[src/rtl/hh4d_pkg.sv]
package hh4d_pkg;

	localparam int unsigned CAP_W   = 17;
	localparam int unsigned HDR_MAX = 5;
	localparam int unsigned IDX_W   = 3;

	localparam logic [CAP_W-1:0] CAP_RESET    = 17'd1024;
	localparam logic [15:0]      ISO_LEN_MASK = 16'h3fff;

	localparam logic [7:0] TYPE_CMD   = 8'd1;
	localparam logic [7:0] TYPE_ACL   = 8'd2;
	localparam logic [7:0] TYPE_SCO   = 8'd3;
	localparam logic [7:0] TYPE_EVENT = 8'd4;
	localparam logic [7:0] TYPE_ISO   = 8'd5;

	typedef logic [HDR_MAX-1:0][7:0] hdr_t;

	typedef struct packed {
		logic [7:0] out_byte;
		logic [2:0] packet_kind;
		logic       first_of_packet;
		logic       last_of_packet;
		logic       stream_error;
	} result_t;

	typedef struct packed {
		logic             valid;
		logic             burst;
		result_t          res;
		logic [IDX_W-1:0] end_idx;
		logic             pay_zero;
	} load_t;

	// header length including the type byte; zero for an unknown type
	function automatic logic [IDX_W-1:0] hdr_len(input logic [7:0] t);
		logic [IDX_W-1:0] len;
		unique case (t)
			TYPE_CMD:   len = 3'd4;
			TYPE_ACL:   len = 3'd5;
			TYPE_SCO:   len = 3'd4;
			TYPE_EVENT: len = 3'd3;
			TYPE_ISO:   len = 3'd5;
			default:    len = 3'd0;
		endcase
		return len;
	endfunction

endpackage

[src/rtl/hh4d_byte_if.sv]
interface hh4d_byte_if;
	logic       valid;
	logic       ready;
	logic [7:0] byte_in;

	modport source (output valid, output byte_in, input ready);
	modport sink (input valid, input byte_in, output ready);
endinterface

[src/rtl/hh4d_result_if.sv]
interface hh4d_result_if;
	logic       valid;
	logic       ready;
	logic [7:0] out_byte;
	logic [2:0] packet_kind;
	logic       first_of_packet;
	logic       last_of_packet;
	logic       stream_error;

	modport source (output valid, output out_byte, output packet_kind,
		output first_of_packet, output last_of_packet, output stream_error, input ready);
	modport sink (input valid, input out_byte, input packet_kind,
		input first_of_packet, input last_of_packet, input stream_error, output ready);
endinterface

[src/rtl/hh4d_cfg_if.sv]
interface hh4d_cfg_if;
	logic        valid;
	logic        ready;
	logic [16:0] max_packet_bytes;

	modport source (output valid, output max_packet_bytes, input ready);
	modport sink (input valid, input max_packet_bytes, output ready);
endinterface

[src/rtl/hh4d_emitter.sv]
module hh4d_emitter (
	input  logic                  clk,
	input  logic                  arst_n,
	input  hh4d_pkg::load_t       load,
	input  hh4d_pkg::hdr_t        hdr,
	output logic                  can_load,
	hh4d_result_if.source         res_ch
);

	logic                           vld_q;
	logic                           burst_q;
	logic [hh4d_pkg::IDX_W-1:0]     idx_q;
	logic [hh4d_pkg::IDX_W-1:0]     end_q;
	logic                           payz_q;
	hh4d_pkg::result_t              res_q;
	logic                           final_beat;
	logic                           beat_done;

	assign final_beat = !burst_q || (idx_q == end_q);
	assign beat_done  = vld_q && res_ch.ready;
	assign can_load   = !vld_q || (res_ch.ready && final_beat);

	always_ff @(posedge clk or negedge arst_n) begin
		if (!arst_n) begin
			vld_q   <= 1'b0;
			burst_q <= 1'b0;
			idx_q   <= '0;
		end else if (load.valid) begin
			vld_q   <= 1'b1;
			burst_q <= load.burst;
			idx_q   <= '0;
		end else if (beat_done) begin
			if (final_beat) begin
				vld_q <= 1'b0;
			end else begin
				idx_q <= idx_q + 3'd1;
			end
		end
	end

	always_ff @(posedge clk) begin
		if (load.valid) begin
			res_q  <= load.res;
			end_q  <= load.end_idx;
			payz_q <= load.pay_zero;
		end
	end

	always_comb begin
		res_ch.valid = vld_q;
		if (burst_q) begin
			// release held header bytes, one per beat
			res_ch.out_byte        = hdr[idx_q];
			res_ch.packet_kind     = hdr[0][2:0];
			res_ch.first_of_packet = (idx_q == '0);
			res_ch.last_of_packet  = payz_q && (idx_q == end_q);
			res_ch.stream_error    = 1'b0;
		end else begin
			res_ch.out_byte        = res_q.out_byte;
			res_ch.packet_kind     = res_q.packet_kind;
			res_ch.first_of_packet = res_q.first_of_packet;
			res_ch.last_of_packet  = res_q.last_of_packet;
			res_ch.stream_error    = res_q.stream_error;
		end
	end

endmodule

[src/rtl/hci_h4_packet_deframer_core.sv]
// A request that yields results shows its first result in the cycle after acceptance.
// One input byte is taken per cycle while each yields at most one result and the sink
// is ready; a byte that completes a header releases up to five results, one per cycle
// while the sink is ready, and the next byte is taken as the last of them leaves. The
// result register sets this rate. Reset (arst_n low): clears parse state, the sticky
// failure and the output stage; max_packet_bytes returns to 1024. Held header bytes are not cleared.
module hci_h4_packet_deframer_core (
	input  logic           clk,
	input  logic           arst_n,
	hh4d_byte_if.sink      in_ch,
	hh4d_cfg_if.sink       cfg_ch,
	hh4d_result_if.source  res_ch
);

	hh4d_pkg::hdr_t                    hs_q;
	logic [hh4d_pkg::CAP_W-1:0]        taken_q;
	logic [hh4d_pkg::CAP_W-1:0]        exp_q;
	logic                              inh_q;
	logic                              failed_q;
	logic [hh4d_pkg::CAP_W-1:0]        max_q;

	logic                              can_load;
	logic                              acc;
	logic [7:0]                        b;
	logic                              start;
	logic [hh4d_pkg::IDX_W-1:0]        hl;
	logic [hh4d_pkg::CAP_W-1:0]        exp_eff;
	logic                              inh_eff;
	logic                              bad_type;
	hh4d_pkg::hdr_t                    hs_n;
	logic [hh4d_pkg::CAP_W-1:0]        taken1;
	logic                              hdr_done;
	logic [15:0]                       payload;
	logic [hh4d_pkg::CAP_W-1:0]        total;
	logic                              too_big;
	logic                              pay_last;
	logic                              pay_zero;

	hh4d_pkg::load_t                   load;
	logic [hh4d_pkg::CAP_W-1:0]        taken_d;
	logic [hh4d_pkg::CAP_W-1:0]        exp_d;
	logic                              inh_d;
	logic                              failed_d;
	logic                              hs_we;

	assign in_ch.ready  = can_load;
	assign acc          = in_ch.valid && can_load;
	assign cfg_ch.ready = 1'b1;

	assign b        = in_ch.byte_in;
	assign start    = (taken_q == '0);
	assign hl       = hh4d_pkg::hdr_len(b);
	assign exp_eff  = start ? {14'd0, hl} : exp_q;
	assign inh_eff  = start || inh_q;
	assign bad_type = start && ((hl == '0) || ({14'd0, hl} > max_q));
	assign taken1   = taken_q + 17'd1;
	assign hdr_done = (taken1 >= exp_eff);
	assign pay_last = (taken1 >= exp_q);

	always_comb begin
		for (int i = 0; i < hh4d_pkg::HDR_MAX; i++) begin
			hs_n[i] = (taken_q == 17'(i)) ? b : hs_q[i];
		end
	end

	// payload length from the header as it stands with this byte included
	always_comb begin
		priority if (hs_n[0] == hh4d_pkg::TYPE_ISO) begin
			payload = {hs_n[4], hs_n[3]} & hh4d_pkg::ISO_LEN_MASK;
		end else if (hs_n[0] == hh4d_pkg::TYPE_ACL) begin
			payload = {hs_n[4], hs_n[3]};
		end else if (hs_n[0] == hh4d_pkg::TYPE_EVENT) begin
			payload = {8'd0, hs_n[2]};
		end else begin
			payload = {8'd0, hs_n[3]};
		end
	end

	assign total    = exp_eff + {1'b0, payload};
	assign too_big  = (total > max_q);
	assign pay_zero = (payload == '0);

	always_comb begin
		load     = '0;
		taken_d  = taken_q;
		exp_d    = exp_q;
		inh_d    = inh_q;
		failed_d = failed_q;
		hs_we    = 1'b0;
		if (acc) begin
			priority if (failed_q || bad_type) begin
				failed_d                = 1'b1;
				load.valid              = 1'b1;
				load.res.stream_error   = 1'b1;
			end else if (inh_eff) begin
				hs_we = 1'b1;
				priority if (!hdr_done) begin
					taken_d = taken1;
					exp_d   = exp_eff;
					inh_d   = 1'b1;
				end else if (too_big) begin
					failed_d              = 1'b1;
					load.valid            = 1'b1;
					load.res.stream_error = 1'b1;
				end else begin
					// release the whole header
					load.valid    = 1'b1;
					load.burst    = 1'b1;
					load.end_idx  = exp_eff[hh4d_pkg::IDX_W-1:0] - 3'd1;
					load.pay_zero = pay_zero;
					exp_d         = total;
					taken_d       = pay_zero ? '0 : taken1;
					inh_d         = 1'b0;
				end
			end else begin
				// pass payload byte through
				load.valid                = 1'b1;
				load.res.out_byte         = b;
				load.res.packet_kind      = hs_q[0][2:0];
				load.res.last_of_packet   = pay_last;
				taken_d                   = pay_last ? '0 : taken1;
			end
		end
	end

	always_ff @(posedge clk or negedge arst_n) begin
		if (!arst_n) begin
			taken_q  <= '0;
			exp_q    <= '0;
			inh_q    <= 1'b0;
			failed_q <= 1'b0;
			max_q    <= hh4d_pkg::CAP_RESET;
		end else begin
			taken_q  <= taken_d;
			exp_q    <= exp_d;
			inh_q    <= inh_d;
			failed_q <= failed_d;
			if (cfg_ch.valid) begin
				max_q <= cfg_ch.max_packet_bytes;
			end
		end
	end

	always_ff @(posedge clk) begin
		if (hs_we) begin
			hs_q <= hs_n;
		end
	end

	hh4d_emitter u_emitter (
		.clk      (clk),
		.arst_n   (arst_n),
		.load     (load),
		.hdr      (hs_q),
		.can_load (can_load),
		.res_ch   (res_ch)
	);

endmodule
[src/flat_wrapper.sv]
// flat-port wrapper written by rule: the top's interface ports become plain ports
module hci_h4_packet_deframer_core_flat 
  (clk, arst_n, in_ch_valid, in_ch_byte_in, in_ch_ready, cfg_ch_valid, cfg_ch_max_packet_bytes, cfg_ch_ready, res_ch_valid, res_ch_out_byte, res_ch_packet_kind, res_ch_first_of_packet, res_ch_last_of_packet, res_ch_stream_error, res_ch_ready);
  hh4d_byte_if in_ch_i ();
  hh4d_cfg_if cfg_ch_i ();
  hh4d_result_if res_ch_i ();
  input  logic clk;
  input  logic arst_n;
  input wire logic [$bits(in_ch_i.valid)-1:0] in_ch_valid;
  input wire logic [$bits(in_ch_i.byte_in)-1:0] in_ch_byte_in;
  output wire logic [$bits(in_ch_i.ready)-1:0] in_ch_ready;
  input wire logic [$bits(cfg_ch_i.valid)-1:0] cfg_ch_valid;
  input wire logic [$bits(cfg_ch_i.max_packet_bytes)-1:0] cfg_ch_max_packet_bytes;
  output wire logic [$bits(cfg_ch_i.ready)-1:0] cfg_ch_ready;
  output wire logic [$bits(res_ch_i.valid)-1:0] res_ch_valid;
  output wire logic [$bits(res_ch_i.out_byte)-1:0] res_ch_out_byte;
  output wire logic [$bits(res_ch_i.packet_kind)-1:0] res_ch_packet_kind;
  output wire logic [$bits(res_ch_i.first_of_packet)-1:0] res_ch_first_of_packet;
  output wire logic [$bits(res_ch_i.last_of_packet)-1:0] res_ch_last_of_packet;
  output wire logic [$bits(res_ch_i.stream_error)-1:0] res_ch_stream_error;
  input wire logic [$bits(res_ch_i.ready)-1:0] res_ch_ready;
  assign in_ch_i.valid = in_ch_valid;
  assign in_ch_i.byte_in = in_ch_byte_in;
  assign in_ch_ready = in_ch_i.ready;
  assign cfg_ch_i.valid = cfg_ch_valid;
  assign cfg_ch_i.max_packet_bytes = cfg_ch_max_packet_bytes;
  assign cfg_ch_ready = cfg_ch_i.ready;
  assign res_ch_valid = res_ch_i.valid;
  assign res_ch_out_byte = res_ch_i.out_byte;
  assign res_ch_packet_kind = res_ch_i.packet_kind;
  assign res_ch_first_of_packet = res_ch_i.first_of_packet;
  assign res_ch_last_of_packet = res_ch_i.last_of_packet;
  assign res_ch_stream_error = res_ch_i.stream_error;
  assign res_ch_i.ready = res_ch_ready;
  hci_h4_packet_deframer_core u_core (.clk(clk), .arst_n(arst_n), .in_ch(in_ch_i), .cfg_ch(cfg_ch_i), .res_ch(res_ch_i));
endmodule
[config.mk]
export PLATFORM = sky130hd
export DESIGN_NAME = hci_h4_packet_deframer_core_flat
export DESIGN_NICKNAME = d
export VERILOG_FILES = /design/src/rtl/hh4d_pkg.sv /design/src/rtl/hh4d_byte_if.sv /design/src/rtl/hh4d_result_if.sv /design/src/rtl/hh4d_cfg_if.sv /design/src/rtl/hh4d_emitter.sv /design/src/rtl/hci_h4_packet_deframer_core.sv /design/src/flat_wrapper.sv
export SDC_FILE = /design/constraint.sdc
export NUM_CORES = 1
export LEC_CHECK = 0
export ABC_AREA = 1
export BUFFER_PORTS_ARGS = -buffer_cell sky130_fd_sc_hd__buf_2
export CAP_MARGIN = 0
export CORE_UTILIZATION = 40
export CTS_CLUSTER_DIAMETER = 100
export DETAILED_ROUTE_END_ITERATION = 6
export PLACE_DENSITY = 0.52
export SKIP_LAST_GASP = 1
export SYNTH_ARGS = -nofsm -noshare
export SYNTH_HDL_FRONTEND = slang
export SYNTH_SLANG_ARGS = --single-unit
[constraint.sdc]
create_clock -name clk -period 5.9 [get_ports clk]
set_clock_uncertainty 0.1 [all_clocks]
set_input_delay 1.18 -clock clk [delete_from_list [all_inputs] [get_ports clk]]
set_output_delay 1.18 -clock clk [all_outputs]
set_load 0.02 [all_outputs]
## Yosys cells after proc, flatten, opt, wreduce, memory -nomap -nowiden

Index checks and enable logic that the tools add are counted.

| word-level totals | value |
|---|---|
| bits in registers | 115 |
| input bits | 30 |
| output and inout bits | 17 |

| operators by class | value |
|---|---|
| $add $sub $neg | 4 |
| $lt $le $gt $ge | 5 |
| eq/ne operators | 16 |
| muxes and demuxes | 51 |
| bitwise logic cells | 4 |
| reduce and logical (&&, ||, !) cells | 31 |

Operator list:

| kind | number |
|---|---|
| $mux W17 | 8 |
| $mux W8 | 7 |
| $eq A17 B2 Y1 const B | 2 |
| $ge A17 B17 Y1 | 2 |
| $eq A8 B3 Y1 const B | 4 |
| $mux W16 | 2 |
| $bmux W8 S3 | 1 |
| $eq A8 B2 Y1 const B | 3 |
| $mux W1 | 21 |
| $add A17 B1 Y17 const B | 1 |
| $add A17 B16 Y17 | 1 |
| $eq A17 B1 Y1 const B | 1 |
| $eq A17 B3 Y1 const B | 1 |
| $gt A17 B17 Y1 | 1 |
| $gt A3 B17 Y1 | 1 |
| $logic_not A17 Y1 | 1 |
| $logic_not A16 Y1 | 1 |
| $mux W13 | 1 |
| $mux W12 | 1 |
| $mux W3 | 4 |
| $mux W11 | 1 |
| $mux W5 | 2 |
| $reduce_bool A2 Y1 | 5 |
| $pmux W3 S3 | 1 |
| 21 further kinds | 38 |

## Logic depth before layout (Yosys ltp)

Gate-level depths: netlist of the first run.

| depth | value |
|---|---|
| depth in word-level cells | 15 |
| mapped depth | 38 |

## By module

From an unflattened synthesis of the first run, not the netlist that was laid out.

| unflattened totals | value |
|---|---|
| cells, all modules | 1152 |
| area, all modules | 8745.9 µm² |

By module, submodules not included:

| module | times used | cells an instance | area an instance (µm²) |
|---|---|---|---|
| hci_h4_packet_deframer_core | 1 | 981 | 7320.8 |
| hh4d_emitter | 1 | 171 | 1425.1 |

## Least setup slack after synthesis of the first run

No wires, ideal clock.

| timing path | value |
|---|---|
| kind | input port to flip-flop |
| start | input port in_ch_byte_in[7] |
| end | register u_core.taken_q[6] in the netlist's numbering |
| library setup time | 0.117 ns |
| data arrival time | 5.237 ns |
| data required time | 5.683 ns |
| slack | 0.446 ns |
| stages on the path | 34 |
| buffers on the path | 2 |
| cells stage by stage | inv_1 > nand4_1 > nand2_1 > nand2_1 > nor2_2 > buf_2 > nand3_1 > nand2_2 > ha_1 > a21oi_1 > nand2_1 > a21boi_0 > o21ai_0 > a21boi_0 > o21ai_0 > nand2_1 > inv_1 > or2_2 > inv_1 > ha_1 > nand2_1 > inv_1 > nand3_1 > nor3_1 > nand4_1 > nand3_1 > nand2_1 > o21ai_1 > nand2_1 > nand3_1 > buf_2 > nor2_1 > nand2_1 > nand2_1 |

| on the way | value |
|---|---|
| longest elaborated chain between the ends | 10 |

Ends and longest elaborated chain:

| what | RTL line | text |
|---|---|---|
| start: declaration | flat_wrapper.sv:10 | `input wire logic [$bits(in_ch_i.byte_in)-1:0] in_ch_byte_in;` |
| branches (longest 10 deep; another with $add A17 B16 Y17) | -- |  |
| end signal: assignment | hci_h4_packet_deframer_core.sv:134 | `taken_q <= taken_d;` |
| end: declaration | hci_h4_packet_deframer_core.sv:16 | `logic [hh4d_pkg::CAP_W-1:0] taken_q;` |

Parallel ways; which one is timed is not known. The select of a mux whose other input is x is not followed.
A chain may end at the register's enable or synchronous reset.

## Worst setup path after layout of the first run

| timing path | value |
|---|---|
| start | register u_core.taken_q[1] in the netlist's numbering |
| end | register u_core.taken_q[6] in the netlist's numbering |

| on the way | value |
|---|---|
| longest elaborated chain between the ends | 11 |

Ends and longest elaborated chain:

| what |
|---|
| branches (longest 11 deep; another with $add A17 B16 Y17) |

Parallel ways; which one is timed is not known. The select of a mux whose other input is x is not followed.

==> metrics, run 1 <==
crit path kind flip-flop to flip-flop; Power Internal 1.51 mW; hpwl dp 18300 um; P&R area growth vs syn 17.5%; initial cell density of the core 0.413; routed via count 7495; NumNets Final 1302; Core Util, Final 0.485; Filler Cell Count 2059; Num CTS Buffers 17; antenna violations before repair 0; aggregate global routing overflow 0; fraction of layout cells with a size suffix above 1 0.138; CP required 6.11 ns; initial drt markers 458; Ys Warns 0; Worst EP arrival 5.60 ns; Worst Hold Class flip-flop to flip-flop; max_slew headroom 0.451; maximum clock insertion buffer count 2; CTS tree built; Distinct cells, synth 45; final WL 24000 um; Lkg Pwr 5.24 nW; Antenna Cells 0; hold_sp u_core.failed_q; fin crit share 0.914; total clock sinks 115; syn nets 1219; RR Startpoint u_core.taken_q[1]; GP Congestion 0.881; combinational power share 0.068; routed len/inst 16.3 um; Setup violations, final 0; FF-to-FF End u_core.taken_q[6]; Seq cells post-synth 115; asr flop ratio synth 0.504; Tot Pwr 2.06 mW; number of cells on the worst reg-to-reg path 37; first-pass GRT wire length 38700 um; Total GRT Usage 0.232; sequential power share 0.420; CP startpoint kind flip-flop; worst slew pin tran 0.818 ns; setup tns final 0 ns; Post-Syn Instances 1110; Reg clk slew, reported paths 0.06 ns; mapped cell area 8470 um2; Vias per Instance 5.08; Final Slew Violations 0; antenna-violating nets left 0; Avg Cell Area, Syn 7.63 um2; top achievable clock speed 185 MHz; multi-input logic area 4580 um2; FF/Latch Area 3160 um2; power share of the clock group 0.512; vias in the first global route 7214; outcome finished clean; Post-synth EDFFs 57; met2 global-route usage 0.388; largest net degree at the start of global routing 59; clk_lat worst skew 0.43 ns; port bufs 45; Power per Cell Area 207 nW/um2; drt pass-1 iters 5; Switching Share 0.269; chip width 148 um; Final Hold Viols 0; CP endpoint kind flip-flop; IO Pins 47; CTS root buf clkbuf_16; VDD IR-drop max 0.180 mV; r2r setup slk 0.51 ns; post-synthesis sequential area ratio 0.374; CP max-delay cell dfrtp_1; H-tree levels 4; core footprint 20500 um2; hold path cells 2; # DRC 0; most used cell, CP nand2_1; critical path fanouts, max 13; GRT busiest layer met2; Die ar. 21800 um2; post-layout min period 5.39 ns; M1 GR Usage 0.309; Row Count 52; hold path endpoint u_core.failed_q; Synth Flop Type edfxtp_1; met3 usage 0.0389; Net Sw Power 0.553 mW; number of max-cap violations 0; die height 148 um; hold_buf cts 0; critical path's largest stage delay 0.42 ns
-- metrics by stage --
stage	setup WS [ns]	hold slack [ns]	cells	area (um2)
after floorplan	0.446	0.326	1110	8470
after global placement	-0.0167	0.351	1439	9260
after global routing	-0.00792	0.430	1476	9950
after CTS	0.0914	0.404	1471	9850
final	0.507	0.402	1476	9950
after detailed placement	-0.0955	0.389	1439	9260
-- repair_timing --
item,4_1_cts,5_1_grt
endpoints found under the hold margin,0,0
setup endpoints to repair,0,41
resized for setup,0,16
buffers inserted,0,5
-- layout make-up --
class | count | area share
Tap cell | 270 | 0.0340
Timing Repair Buffer | 93 | 0.0651
Clock buffer | 17 | 0.0428
Inverter | 169 | 0.0638
Sequential cell | 115 | 0.318
Multi-Input combinational cell | 797 | 0.460
Clock inverter | 15 | 0.0164
-- layout by cell type, fill, tap and decap left out, types with 4 or more instances in the layout --
cell type	n
a31oi_1	9
buf_2	45
nor2_4	6
ha_1	78
or2_2	4
inv_2	5
o22ai_1	9
nor2_1	117
nand2_2	9
xnor2_1	9
inv_6	8
dfrtp_1	57
a21oi_1	68
nand3_1	37
nor3_1	9
inv_1	162
nand4_1	27
buf_12	5
xor2_1	22
o21ai_0	81
nand2_1	256
buf_4	43
edfxtp_1	57
o211ai_1	9
o21ai_1	11
clkbuf_16	17
-- state kept, by name (all words and copies together) (netlist names) --
signal / count
u_core.exp_q: 17
u_core.failed_q: 1
u_core.hs_q: 40
u_core.inh_q: 1
u_core.max_q: 17
u_core.taken_q: 17
u_core.u_emitter.burst_q: 1
u_core.u_emitter.end_q: 3
u_core.u_emitter.idx_q: 3
u_core.u_emitter.payz_q: 1
u_core.u_emitter.res_ch.valid: 1
u_core.u_emitter.res_q: 13
-- worst max-delay path: cells and delay by family (launching register included) --
kind            cells  cell delay (ns)
simple gates       21             2.40
buf+inv             9             0.91
compound gates      4             0.81
fa+ha+maj           3             0.60
flops               1             0.42
-- power by group through the flow --
stage	registers, mW	clock network, mW	logic [mW]
finish	0.864	1.06	0.140
global route	0.866	1.11	0.161
CTS	0.864	1.08	0.140
detailed placement	0.880	0	0.139
global placement	0.880	0	0.138
floorplan	0.880	0	0.0778
-- cells in the mapped netlist (10+ instances only) --
cell type / count / area, um2
a21oi_1: 68 / 340
a31oi_1: 10 / 62.6
dfrtp_1: 57 / 1430
o21ai_0: 85 / 425
edfxtp_1: 57 / 1710
nor3_1: 10 / 50.1
xor2_1: 22 / 193
ha_1: 78 / 976
nand2_1: 257 / 965
nor2_1: 118 / 443
nand4_1: 27 / 169
inv_1: 162 / 608
clkbuf_1: 14 / 52.6
nand3_1: 37 / 185
-- metal layers --
metal / up-vias / part of all wire
li1: 3839 / -
met1: 3492 / 0.47
met2: 138 / 0.48
met3: 26 / 0.035
met4: 0 / 0.018
met5: - / 0
-- kinds of logic (layout without fill, tap and decap cells) --
family / after synthesis / count (layout) / share of synthesized area
AOI/OAI and AO/OA: 201 / 201 / 0.128
xor gates and xnor gates: 31 / 31 / 0.0321
adders and majority gates: 79 / 79 / 0.118
buffers and inverters: 198 / 294 / 0.0931
DFF: 115 / 115 / 0.374
muxes: 2 / 2 / 0.00251
other: 1 / 1 / 0.000443
and+or+nand+nor: 483 / 483 / 0.253
-- worst max-delay path by stage --
stage,startpoint,end,slack (ns),cells after the start
final,u_core.taken_q[1],u_core.taken_q[6],0.51,37
after global routing,u_core.taken_q[1],u_core.taken_q[7],-0.008,39
after CTS,u_core.taken_q[13],u_core.taken_q[6],0.09,37
after detailed placement,in_ch_byte_in[7],u_core.taken_q[6],-0.1,36
after global placement,in_ch_byte_in[7],u_core.taken_q[6],-0.02,36
after floorplan,in_ch_byte_in[7],u_core.taken_q[6],0.45,34
Power figures use the tool's default switching activity.
==> run 2, diff against run 1 <==
--- a/config.mk
+++ b/config.mk
@@ -12,6 +12,7 @@
 export CTS_CLUSTER_DIAMETER = 100
 export DETAILED_ROUTE_END_ITERATION = 6
 export PLACE_DENSITY = 0.52
+export REMOVE_ABC_BUFFERS = 1
 export SKIP_LAST_GASP = 1
 export SYNTH_ARGS = -nofsm -noshare
 export SYNTH_HDL_FRONTEND = slang
==> run 2 against run 1 <==
  * Global-route usage fell by 0.14 points
  * Non-clock buffer count rose by 2
  * First-iteration DRC count fell by 11%
  * Critical path type unchanged
  * Largest power group unchanged
==> metrics, run 2 (synthesis gave the netlist of run 1 again) <==
Row Count 52; M1 WL 11400 um; maximum clock insertion buffer count 2; antenna-violating nets left 0; post-place instance area 9210 um2; dpl cells 1434; Die ar. 21800 um2; commonest non-fill, non-tap cell in the layout nand2_1; chip width 148 um; CP max-delay cell dfrtp_1; port bufs 45; Num CTS Buffers 17; fraction of layout cells with a size suffix above 1 0.150; aggregate global routing overflow 0; Top Metal Used met4; initial cell density of the core 0.413; post-layout min period 5.43 ns; Largest register FFs 40; FF/Latch Area 3170 um2; Worst Hold Class flip-flop to flip-flop; CP endpoint kind flip-flop; critical path's largest stage delay 0.43 ns; critical path fanouts, max 17; crit path kind flip-flop to flip-flop; top achievable clock speed 184 MHz; final WL 24300 um; Lkg Pwr 5.24 nW; CP startpoint kind flip-flop; antenna violations before repair 0; drt pass-1 iters 4; multi-input logic area 4590 um2; initial drt markers 409; Reg clk slew, reported paths 0.07 ns; outcome finished clean; H-tree levels 4; GP Congestion 0.868; CTS tree built; clk_lat worst skew 0.43 ns; hpwl dp 18000 um; VDD IR-drop max 0.189 mV; Power per Cell Area 206 nW/um2; Vias per Instance 5.09; first-pass GRT wire length 38400 um; max_slew headroom 0.378; fin crit share 0.921; P&R area growth vs syn 17.7%; most used cell, CP nand2_1; vias in the first global route 7104; Total GRT Usage 0.231; number of max-cap violations 0; CTS root buf clkbuf_16; Final Slew Violations 0; final instance area 9970 um2; r2r setup slk 0.47 ns; metal2 WL 11500 um; routed length on met3 1010 um; most flop-heavy register u_core.hs_q; routed len/inst 16.4 um; core footprint 20500 um2; CP required 6.15 ns; worst slew pin tran 0.927 ns; # DRC 0; Worst EP arrival 5.68 ns; total clock sinks 115; Antenna Cells 0; NumNets Final 1304; die height 148 um; most frequent cells in the layout nand2_1, inv_1, nor2_1; IO Pins 47; largest net degree at the start of global routing 59; Final Hold Viols 0; Setup violations, final 0; routed via count 7527; Layout Cells excl Fill 1478; Filler Cell Count 2116
## run 2: cell count changes in the layout (fill, tap and decap cells not counted), moves of 2 or more
cell / before / now
nor2_2: 1 / 9
nor2_1: 117 / 111
buf_4: 43 / 46
inv_6: 8 / 5
inv_8: 2 / 5
a21oi_1: 68 / 66
a21oi_2: 0 / 2
buf_12: 5 / 3
nand2_1: 256 / 254
nand2_2: 9 / 11
nor2_4: 6 / 4
## run 2: routing by layer
layer,vias up,GRT usage
li1,3838,-
met4,0,0.0722
met1,3487,0.311
met2,177,0.389
met5,-,0
met3,25,0.0247
## run 2: timing repair
item / in CTS / in global routing
gates resized for setup: 0 / 25
setup endpoints to repair: 0 / 40
setup buffers: 0 / 11
hold buffers: 0 / 0
## run 2: worst paths after layout
| path | start | to | cells after the start |
|---|---|---|---|
| max | u_core.taken_q[5] | u_core.exp_q[10] | 32 |
| min | u_core.failed_q | u_core.failed_q | 2 |
| max reg2reg | u_core.taken_q[5] | u_core.exp_q[10] | 32 |
| min reg2reg | u_core.failed_q | u_core.failed_q | 2 |
| max in group asynchronous | arst_n | u_core.taken_q[1] | 2 |
| min in group asynchronous | arst_n | u_core.taken_q[10] | 2 |
## run 2: stage by stage
step           setup WS [ns]  total power [mW]  TNS (ns)  utilization  hold WS, ns
3_3_place_gp          0.0602              1.02         0        0.449        0.348
6_report               0.467              2.05         0        0.486        0.367
5_1_grt              -0.0220              2.12   -0.0749        0.486        0.406
2_1_floorplan         -0.216             0.955     -2.92            -        0.326
3_5_place_dp         -0.0762              1.02    -0.985        0.449        0.357
4_1_cts                0.138              2.07         0        0.478        0.373
## run 2: layout make-up
type	instances	area share
Multi-Input combinational cell	797	0.460
Sequential cell	115	0.318
Timing Repair Buffer	95	0.0658
Inverter	169	0.0637
Clock buffer	17	0.0427
Tap cell	270	0.0339
Clock inverter	15	0.0161
## run 2: worst max-delay path, delay by kind of cell, from the launching register on
kind | cells | cell delay, ns
XOR/XNOR | 1 | 0.15
AND/OR/NAND/NOR | 15 | 1.86
AO/OA/AOI/OAI | 8 | 1.22
flip-flops | 1 | 0.43
adder cells (fa/ha/maj) | 3 | 0.88
buffers and inverters | 5 | 0.70
## run 2: power by group
part | internal, mW | total [mW] | switching [mW] | leakage [nW]
Clock | 0.600 | 1.05 | 0.448 | 0.289
Combinational | 0.0472 | 0.137 | 0.0902 | 3.80
Sequential | 0.858 | 0.864 | 0.00569 | 1.15
